File: src/sv/lru_k_replacement_policy_assert.svh
// assertion macros for the lru-k replacement policy
`ifndef LRU_K_REPLACEMENT_POLICY_ASSERT_SVH
`define LRU_K_REPLACEMENT_POLICY_ASSERT_SVH
`ifndef SYNTH
`define LKRP_ASSERT(lbl, prop) \
	lbl: assert property (@(posedge clk) disable iff (!arst_n) (prop)) \
	else $error("lkrp assertion failed");
`define LKRP_ASSERT_IMPL(lbl, ante, cons) \
	lbl: assert property (@(posedge clk) disable iff (!arst_n) (ante) |-> (cons)) \
	else $error("lkrp implication failed");
`else
`define LKRP_ASSERT(lbl, prop)
`define LKRP_ASSERT_IMPL(lbl, ante, cons)
`endif
`endif

File: src/sv/lkrp_pkg.sv
// types and constants of the lru-k replacement policy
`timescale 1ns / 1ps
package lkrp_pkg;
	localparam int MAX_FRAMES  = 64;
	localparam int MAX_K       = 8;
	localparam int STAMP_WIDTH = 32;
	localparam int FRAME_W     = $clog2(MAX_FRAMES);
	localparam int HEAD_W      = (MAX_K > 1) ? $clog2(MAX_K) : 1;
	localparam int CNT_W       = $clog2(MAX_K + 1);
	localparam int HIST_AW     = FRAME_W + HEAD_W;
	localparam int TOTAL_W     = 7;
	localparam int FC_W        = 7;
	localparam int KD_W        = 4;

	typedef enum logic [1:0] {
		CMD_RECORD = 2'd0,
		CMD_SET    = 2'd1,
		CMD_REMOVE = 2'd2,
		CMD_EVICT  = 2'd3
	} cmd_t;

	typedef enum logic [1:0] {
		ERR_OK     = 2'd0,
		ERR_RANGE  = 2'd1,
		ERR_PINNED = 2'd2
	} err_t;

	typedef enum logic {
		REG_FRAME_COUNT = 1'b0,
		REG_K_DEPTH     = 1'b1
	} reg_idx_t;

	typedef enum logic [1:0] {
		ST_IDLE,
		ST_META,
		ST_SCAN,
		ST_RESP
	} state_t;

	typedef struct packed {
		logic [1:0]         command;
		logic [FRAME_W-1:0] frame_index;
		logic               make_evictable;
	} req_t;

	typedef struct packed {
		logic [FRAME_W-1:0] victim_frame;
		logic               victim_valid;
		logic [1:0]         error_code;
		logic [TOTAL_W-1:0] evictable_count;
	} rsp_t;

	typedef struct packed {
		logic              present;
		logic              evictable;
		logic [CNT_W-1:0]  cnt;
		logic [HEAD_W-1:0] head;
	} meta_t;
endpackage

File: src/sv/lkrp_meta_mem.sv
// per-frame mark, count and head memory with reset valid bits
`timescale 1ns / 1ps
module lkrp_meta_mem import lkrp_pkg::*; (
	input  logic               clk,
	input  logic               arst_n,
	input  logic [FRAME_W-1:0] rd_addr,
	output meta_t              rd_data,
	input  logic               wr_en,
	input  logic [FRAME_W-1:0] wr_addr,
	input  meta_t              wr_data,
	input  logic               clr_en,
	input  logic [FRAME_W-1:0] clr_addr
);
	meta_t mem [MAX_FRAMES];
	meta_t rd_q;
	logic [MAX_FRAMES-1:0] vld_q;
	logic rd_vld_q;

	always_ff @(posedge clk) begin
		if (wr_en) begin
			mem[wr_addr] <= wr_data;
		end
		rd_q <= mem[rd_addr];
	end

	always_ff @(posedge clk or negedge arst_n) begin
		if (!arst_n) begin
			vld_q    <= '0;
			rd_vld_q <= 1'b0;
		end else begin
			rd_vld_q <= vld_q[rd_addr];
			if (wr_en) begin
				vld_q[wr_addr] <= 1'b1;
			end
			if (clr_en) begin
				vld_q[clr_addr] <= 1'b0;
			end
		end
	end

	assign rd_data = rd_vld_q ? rd_q : '0;
endmodule

File: config.mk
export PLATFORM = sky130hd
export DESIGN_NAME = lkrp_meta_mem
export DESIGN_NICKNAME = d
export VERILOG_FILES = /design/src/sv/lru_k_replacement_policy_assert.svh /design/src/sv/lkrp_pkg.sv /design/src/sv/lkrp_meta_mem.sv
export SDC_FILE = /design/constraint.sdc
export NUM_CORES = 1
export LEC_CHECK = 0
export ABC_CLOCK_PERIOD_IN_PS = 2400
export BUFFER_PORTS_ARGS = -buffer_cell sky130_fd_sc_hd__buf_4
export CORE_MARGIN = 8
export CORE_UTILIZATION = 29
export DETAILED_ROUTE_END_ITERATION = 12
export GPL_ROUTABILITY_DRIVEN = 0
export PLACE_DENSITY_LB_ADDON = 0.12
export SYNTH_ARGS = -nofsm -noshare
export SYNTH_HDL_FRONTEND = slang
export SYNTH_SLANG_ARGS = --single-unit
File: constraint.sdc
create_clock -name clk -period 2.4 [get_ports clk]
set_input_delay 0.24 -clock clk [delete_from_list [all_inputs] [get_ports clk]]
set_output_delay 0.24 -clock clk [all_outputs]
set_load 0.02 [all_outputs]
==> metrics.txt, run 1 <==
count of vias placed by the detailed router=13220; initial cell density of the core=29.14%; first-pass iteration count of the detailed router=5; first-iteration detailed-routing DRC count=1155; area added between synthesis and finish=19.34%; area of the die=0.09832 mm2; fraction of final layout cells with drive strength greater than 1=29.59%; die extent in y=313.6 um; total half-perimeter wirelength after legalization and detailed placement=46720 um; critical path data required time=2.90 ns; Inserted Clock Buffers=73; Critical R2R Capture=rd_q[1]$_DFF_P_; period utilisation layout=84.79%; area fraction of the dominant cell type after synthesis=67.36%; core outline area=0.08810 mm2; pin slew with the least headroom to its limit=1.276 ns; Async SR Flop Fraction=10.00%; sequential cell area=0.01910 mm2; sort of element at the end of the critical path=flop; net count of the finished layout=1495; wire length of the first global-routing pass=106500 um; Slew Limit Fails=0; CP peak stage delay=0.51 ns; worst clock skew on the final layout=0.02233 ns; antenna violation net count after detailed routing=0; FF+latch count, synth=650; Setup violations, final=0; number of antenna violations at the first check in global routing=4; syn_area_per_cell=19.69 um2; Hold WS=0.06638 ns; number of global-route vias before repair=13970; destination of the worst hold path=vld_q[59]$_DFF_PN0_; footprint of the multi-input gates=0.006171 mm2; remaining max-slew budget at the tightest pin=14.60%; Yosys warnings=0; CTS tree=done; Bufs on Longest Clock Path=3; total track usage=14.96%; slowest cell on the critical path=mux4_2; most area-hungry cell type in the Yosys netlist=edfxtp_1; Hold Vio Cnt, Final=0; Syn Inst Count=1304; cell types with the largest area share after synthesis=edfxtp_1, mux4_2, dfrtp_1; status=complete, no violations; number of cell rows=109; Max Freq=491.4 MHz; Vias per Instance=4.910; worst min-delay path startpoint=clr_en; routed length per instance=27.45 um; Root Buffer Master=clkbuf_16; filler cell count=8343; port bufs=39; horizontal die dimension=313.6 um; Mapped Area=0.02568 mm2; DRC violation count after routing=0; I/O pin cnt=40; insertion delay of the later-clocked pin in the worst-skew pair=0.63 ns; Min-Delay Path Depth=3; total grt overflow=0; worst-case register-to-register setup slack=0.37 ns; cts repair resizes=0; peak ir drop on the vdd network=0.5618 mV; number of flops mapped to enable cells by yosys=576; Power Dens Cells=843.6 mW/mm2; level count of the clock H-tree=3; sequential fraction of the synthesis area=74.40%; top fanout value on the critical path=1; Leakage=10.11 nW; clock sinks=650; minimum clock period after layout=2.035 ns; setup repair after global routing missed its margin=no; maximum number of pins on one net before global-route repair=66; number of maximum-capacitance constraint violations=0; Post-DP Area=0.02815 mm2; worst reg2reg path startpoint=mem[22][1]$_DFFE_PP_; Total Routed Length=73900 um; Syn Nets=1335; primary flip-flop cell chosen by synthesis mapping=edfxtp_1; start-to-end type of the worst setup path=reg2reg; cell breakdown of the critical path=mux4_2, mux2_2, o22a_1, a21oi_1, o21ai_1; startpoint kind of the worst setup timing path=flop; Worst Hold Class=in2reg; depth of the most critical reg-to-reg path=5; Final Instance Area=0.03064 mm2; Synth cell types=46; data arrival at the endpoint of the critical path=2.54 ns; clock-pin slew on the worst setup and hold paths=0.06 ns
-- logic make-up (layout without fill, tap and decap cells) --
logic type | count (synthesis) | in the layout | synth area share (%)
flops | 650 | 650 | 74.40
simple gates | 219 | 219 | 4.098
mux | 210 | 210 | 15.76
compound gates | 148 | 148 | 4.122
buf+inv | 77 | 297 | 1.618
other cells | 0 | 3 | 0
-- final cells by class --
type | instances | area share (%)
clock buffers | 91 | 6.354
diodes | 3 | 0.02450
multi-input cells | 577 | 20.14
clock inverters | 44 | 1.576
well taps | 1165 | 4.757
flip-flops and latches | 650 | 62.34
inverters | 2 | 0.02450
repair buffers | 160 | 4.782
-- worst max path at each step --
stage / from / end / slack (ns)
after floorplan: wr_addr[3] / mem[48][0]$_DFFE_PP_ / 0.25
after global placement: rd_addr[0] / rd_q[2]$_DFF_P_ / -0.24
after detailed placement: rd_addr[0] / rd_q[2]$_DFF_P_ / -0.24
after CTS: mem[22][1]$_DFFE_PP_ / rd_q[1]$_DFF_P_ / 0.29
after global routing: mem[22][1]$_DFFE_PP_ / rd_q[1]$_DFF_P_ / 0.29
final: mem[22][1]$_DFFE_PP_ / rd_q[1]$_DFF_P_ / 0.37
-- sequential cells by signal, summed over array words and instances (netlist names) --
name / cells
rd_q: 9
rd_vld_q: 1
mem: 576
vld_q: 64
-- metrics by stage --
stage,setup WS (ns),setup TNS [ns],utilization [%],cells,total power [mW]
final,0.3651,0,34.78,2692,25.85
after global routing,0.2886,0,34.77,2689,26.75
after CTS,0.2944,0,34.77,2689,26.24
after detailed placement,-0.2389,-0.4380,31.96,2549,14.77
after global placement,-0.2400,-0.4550,31.96,2549,14.76
after floorplan,0.2545,0,-,1304,13.93
-- cell usage in the layout (no fill, tap or decap), types with 5 or more instances in the layout --
cell type,synthesis,routed
clkinv_1,0,13
or3b_2,7,7
buf_4,14,134
mux4_1,6,6
o22a_1,36,36
nand2_1,30,30
mux2i_1,32,32
o22ai_1,14,14
nand3b_1,11,11
nor2_1,103,103
nor3_1,8,8
buf_12,1,19
mux2_2,27,27
bufinv_16,0,9
edfxtp_1,576,576
a211o_1,5,5
nand4_1,5,5
a31oi_1,5,5
or2_2,8,8
a2bb2oi_1,11,11
a21oi_1,39,39
dfxtp_1,9,9
and2_1,11,11
clkbuf_1,32,15
clkbuf_16,0,75
dfrtp_1,65,65
dlygate4sd3_1,0,5
a22oi_1,14,14
nor2b_1,6,6
clkinv_2,0,14
mux4_2,145,145
nand3_1,14,14
-- synthesized netlist by cell type, types with 2 or more instances --
cell / instances
nand2b_1: 4
a21oi_1: 39
buf_1: 2
a31oi_1: 5
nor4_1: 2
or3_1: 3
o21ai_0: 4
a211o_1: 5
clkbuf_1: 32
mux2_2: 27
mux2i_1: 32
nand2_1: 30
and3b_1: 2
dfxtp_1: 9
o32a_1: 2
mux4_2: 145
a211oi_1: 4
o22a_1: 36
buf_6: 4
a22oi_1: 14
buf_2: 22
dfrtp_1: 65
nand3_1: 14
o211ai_1: 4
edfxtp_1: 576
and2_1: 11
o22ai_1: 14
mux4_1: 6
or3b_2: 7
nor3b_1: 3
nor2b_1: 6
nand3b_1: 11
or2_2: 8
inv_1: 2
nor2_1: 103
o2bb2ai_1: 4
nor3_1: 8
buf_4: 14
a2bb2oi_1: 11
o221ai_1: 4
nand4_1: 5
-- where the power goes --
group          switching [mW]  leakage, nW  internal (mW)
sequential              0.167         6.09           12.6
clock                    4.56         1.19           6.76
combinational           0.988         2.83          0.744
total                    5.72         10.1           20.1
-- critical path: cells and delay by family, from the launching register on --
kind | cells | cell delay [ns]
flip-flops | 1 | 0.37
AO/OA/AOI/OAI | 3 | 0.76
multiplexers | 2 | 0.79
-- routing by layer --
metal | routed length (um) | up-vias | track usage, %
li1 | - | 5710 | -
met1 | 34740 | 7138 | 21.17
met2 | 34690 | 280 | 23.75
met3 | 3191 | 87 | 2.666
met4 | 1263 | 2 | 3.966
met5 | 13 | - | 0
-- repair_timing --
item / CTS / global route
setup endpoints to repair: 0 / 0
hold endpoints to repair: 73 / 0
hold buffers: 5 / 0
buffers inserted: 0 / 0
Power figures use the tool's default switching activity.
==> inputs of run 2 (changes only) <==
--- a/config.mk
+++ b/config.mk
@@ -5,7 +5,7 @@
 export SDC_FILE = /design/constraint.sdc
 export NUM_CORES = 1
 export LEC_CHECK = 0
-export ABC_CLOCK_PERIOD_IN_PS = 2400
+export ABC_CLOCK_PERIOD_IN_PS = 1700
 export BUFFER_PORTS_ARGS = -buffer_cell sky130_fd_sc_hd__buf_4
 export CORE_MARGIN = 8
 export CORE_UTILIZATION = 29
==> constraint.sdc (replaced) <==
create_clock -name clk -period 1.7 [get_ports clk]
set_input_delay 0.17 -clock clk [delete_from_list [all_inputs] [get_ports clk]]
set_output_delay 0.17 -clock clk [all_outputs]
set_load 0.02 [all_outputs]
==> run 2 against run 1 <==
The flow now finishes with violations (negative setup slack). Core utilization is 2.5 points higher. Sequential power up 41%. Worst setup slack worse by 0.57 ns. Non-clock buffer count grew 143. Combinational power grew 70%. Clock power rose by 42%. Critical endpoint unchanged. Sequential share of layout area is 4.1 points lower. Critical path depth up 1. Count of clock-buffer cells in the layout is 4 higher. Final area up 7.1%. Register-to-register slack got worse by 0.57 ns.
==> metrics.txt, run 2 (synthesis results as in run 1) <==
net count of the finished layout=1640 (+9.7%); number of global-route vias before repair=14630 (+4.7%); Root Buffer Master=clkbuf_16; sort of element at the end of the critical path=flop; peak ir drop on the vdd network=0.6953 mV (+24%); cell breakdown of the critical path=mux4_2, mux2_4, o22a_1, a21oi_2, buf_4, o21ai_2; core outline area=0.08810 mm2 (unchanged); status=finished, violations left; CTS tree=done; Max Freq=526.1 MHz (+7.1%); sequential cell area=0.01910 mm2 (about the same); utilization after layout=37.26% (+2.5 points); remaining max-slew budget at the tightest pin=49.23% (+35 points); Leakage=11.06 nW (+9.4%); data arrival at the endpoint of the critical path=2.38 ns (-0.16 ns); CP peak stage delay=0.48 ns (-0.03 ns); start-to-end type of the worst setup path=reg2reg; number of maximum-capacitance constraint violations=0 (unchanged); area added between synthesis and finish=27.83%; timing startpoint of the critical path=mem[7][1]$_DFFE_PP_; footprint of the multi-input gates=0.006467 mm2 (+4.8%); horizontal die dimension=313.6 um (unchanged); die extent in y=313.6 um (unchanged); Min-Delay Path Depth=3 (unchanged); largest registers=mem: 576 flops, vld_q: 64 flops, rd_q: 9 flops; most common cell after layout, fill and taps aside=edfxtp_1; Worst Path Buf+Inv=1 (+1); pin slew with the least headroom to its limit=0.7615 ns (-0.5147 ns); I/O pin cnt=40 (unchanged); Hold Vio Cnt, Final=0 (unchanged); worst min-delay path startpoint=clr_addr[3]; period utilisation layout=111.8% (+27 points); number of cell rows=109 (unchanged); wire length of the first global-routing pass=109600 um (+3.0%); dpl ws=-0.6390 ns (-0.4001 ns); Bufs on Longest Clock Path=3 (unchanged); maximum number of pins on one net before global-route repair=65 (-1.5%); Inserted Clock Buffers=75 (+2.7%); number of antenna violations at the first check in global routing=2 (-2); worst-case register-to-register setup slack=-0.20 ns (-0.57 ns); destination of the worst hold path=vld_q[17]$_DFF_PN0_; startpoint kind of the worst setup timing path=flop; count of vias placed by the detailed router=13660 (+3.4%); DRC violation count after routing=0 (unchanged); first-pass iteration count of the detailed router=5 (unchanged); area of the die=0.09832 mm2 (unchanged); setup repair after global routing missed its margin=yes; filler cell count=8248 (-1.1%); Vias per Instance=4.817 (-1.9%); Biggest register=mem; critical path data required time=2.18 ns (-0.72 ns); initial cell density of the core=29.14% (unchanged); level count of the clock H-tree=3 (unchanged); violations in the final reports=negative setup slack; worst clock skew on the final layout=0.01554 ns (-0.006798 ns); insertion delay of the later-clocked pin in the worst-skew pair=0.61 ns (-0.02 ns); Total Routed Length=76350 um (+3.3%); Worst Hold Class=in2reg; depth of the most critical reg-to-reg path=6 (+1); minimum clock period after layout=1.901 ns (-0.1343 ns); clock-pin slew on the worst setup and hold paths=0.06 ns (about the same); Power Dens Cells=1125 mW/mm2 (+33%); Critical R2R Capture=rd_q[1]$_DFF_P_; total grt overflow=0 (unchanged); port bufs=39 (unchanged); clock sinks=650 (unchanged); total half-perimeter wirelength after legalization and detailed placement=50980 um (+9.1%); total track usage=15.47% (+0.50 points); Slew Limit Fails=0 (unchanged); flip-flop count of the largest register, all copies and words added=576 (unchanged); first-iteration detailed-routing DRC count=1030 (-11%); total inserted antenna cells=0 (-3); family of cells with the greatest summed delay on the critical path=multiplexers; fraction of final layout cells with drive strength greater than 1=38.84% (+9.2 points); slowest cell on the critical path=mux4_2; routed length per instance=26.92 um (-1.9%); worst reg2reg path startpoint=mem[7][1]$_DFFE_PP_; setup ws final=-0.2006 ns (-0.5657 ns); top fanout value on the critical path=1 (unchanged); Setup violations, final=5 (+5); most frequent cells in the layout=edfxtp_1, buf_4, mux4_2, buf_12, nor2_1; antenna violation net count after detailed routing=0 (unchanged)
[run 2: changes by cell type in the layout (fill, tap and decap cells not counted), sizes merged]
cell / before / now
clkinv: 30 / 32
buf: 154 / 292
clkbuf: 92 / 96
bufinv: 9 / 8
diode: 3 / 0
clkinvlp: 2 / 1
dlygate4sd3: 5 / 10
[run 2: layout make-up]
cell class | count | area share [%]
clock buffer | 95 | 6.076
clock inverter | 44 | 1.349
inverter | 2 | 0.02287
multi-input combinational | 577 | 19.70
sequential | 650 | 58.21
tap | 1165 | 4.441
timing repair buffer | 303 | 10.20
[run 2: where the power goes]
part / switching, mW / total, mW / internal, mW
logic: 1.55 / 2.94 / 1.39
registers: 0.226 / 18.0 / 17.8
clock network: 6.40 / 16.0 / 9.56
total: 8.18 / 36.9 / 28.8
[run 2: what timing repair did]
item	4_1_cts	5_1_grt
endpoints found under the setup margin	17	15
hold endpoints to repair	118	0
gates cloned	0	0
buffers inserted	2	0
hold buffers	10	0
resized for setup	35	23
pin swaps	8	7
[run 2: tightest hold or removal path, stage by stage]
cell and delay, ns:
buf_4 0.18, nor3b_1 0.12, a2bb2oi_1 0.15
[run 2: routing by layer]
| metal | GRT usage (%) | share of wire (%) |
|---|---|---|
| met1 | 21.95 | 47 |
| met2 | 24.31 | 46 |
| met3 | 2.679 | 4.3 |
| met4 | 4.530 | 2.3 |
| met5 | 0 | 0.017 |
[run 2: worst max-delay path by stage]
| stage | to | slack [ns] | cells after the start |
|---|---|---|---|
| finish | rd_q[1]$_DFF_P_ | -0.20 | 6 |
| global route | rd_q[1]$_DFF_P_ | -0.29 | 6 |
| CTS | rd_q[1]$_DFF_P_ | -0.24 | 6 |
| detailed placement | rd_q[2]$_DFF_P_ | -0.64 | 8 |
| global placement | rd_q[3]$_DFF_P_ | -0.66 | 8 |
| floorplan | mem[36][0]$_DFFE_PP_ | -0.19 | 4 |
[run 2: stage by stage]
| stage | cells | setup TNS (ns) | total power, mW | hold slack [ns] | area [um2] |
|---|---|---|---|---|---|
| final | 2836 | -0.7478 | 36.94 | 0.06935 | 32820 |
| after floorplan | 1304 | -18.40 | 19.69 | -0.1256 | 25840 |
| after detailed placement | 2687 | -44.08 | 21.21 | 0.03652 | 30080 |
| after CTS | 2837 | -0.9338 | 37.40 | 0.008917 | 32720 |
| after global routing | 2836 | -1.112 | 38.21 | 0.03162 | 32820 |
| after global placement | 2687 | -45.46 | 21.18 | 0.03435 | 30080 |
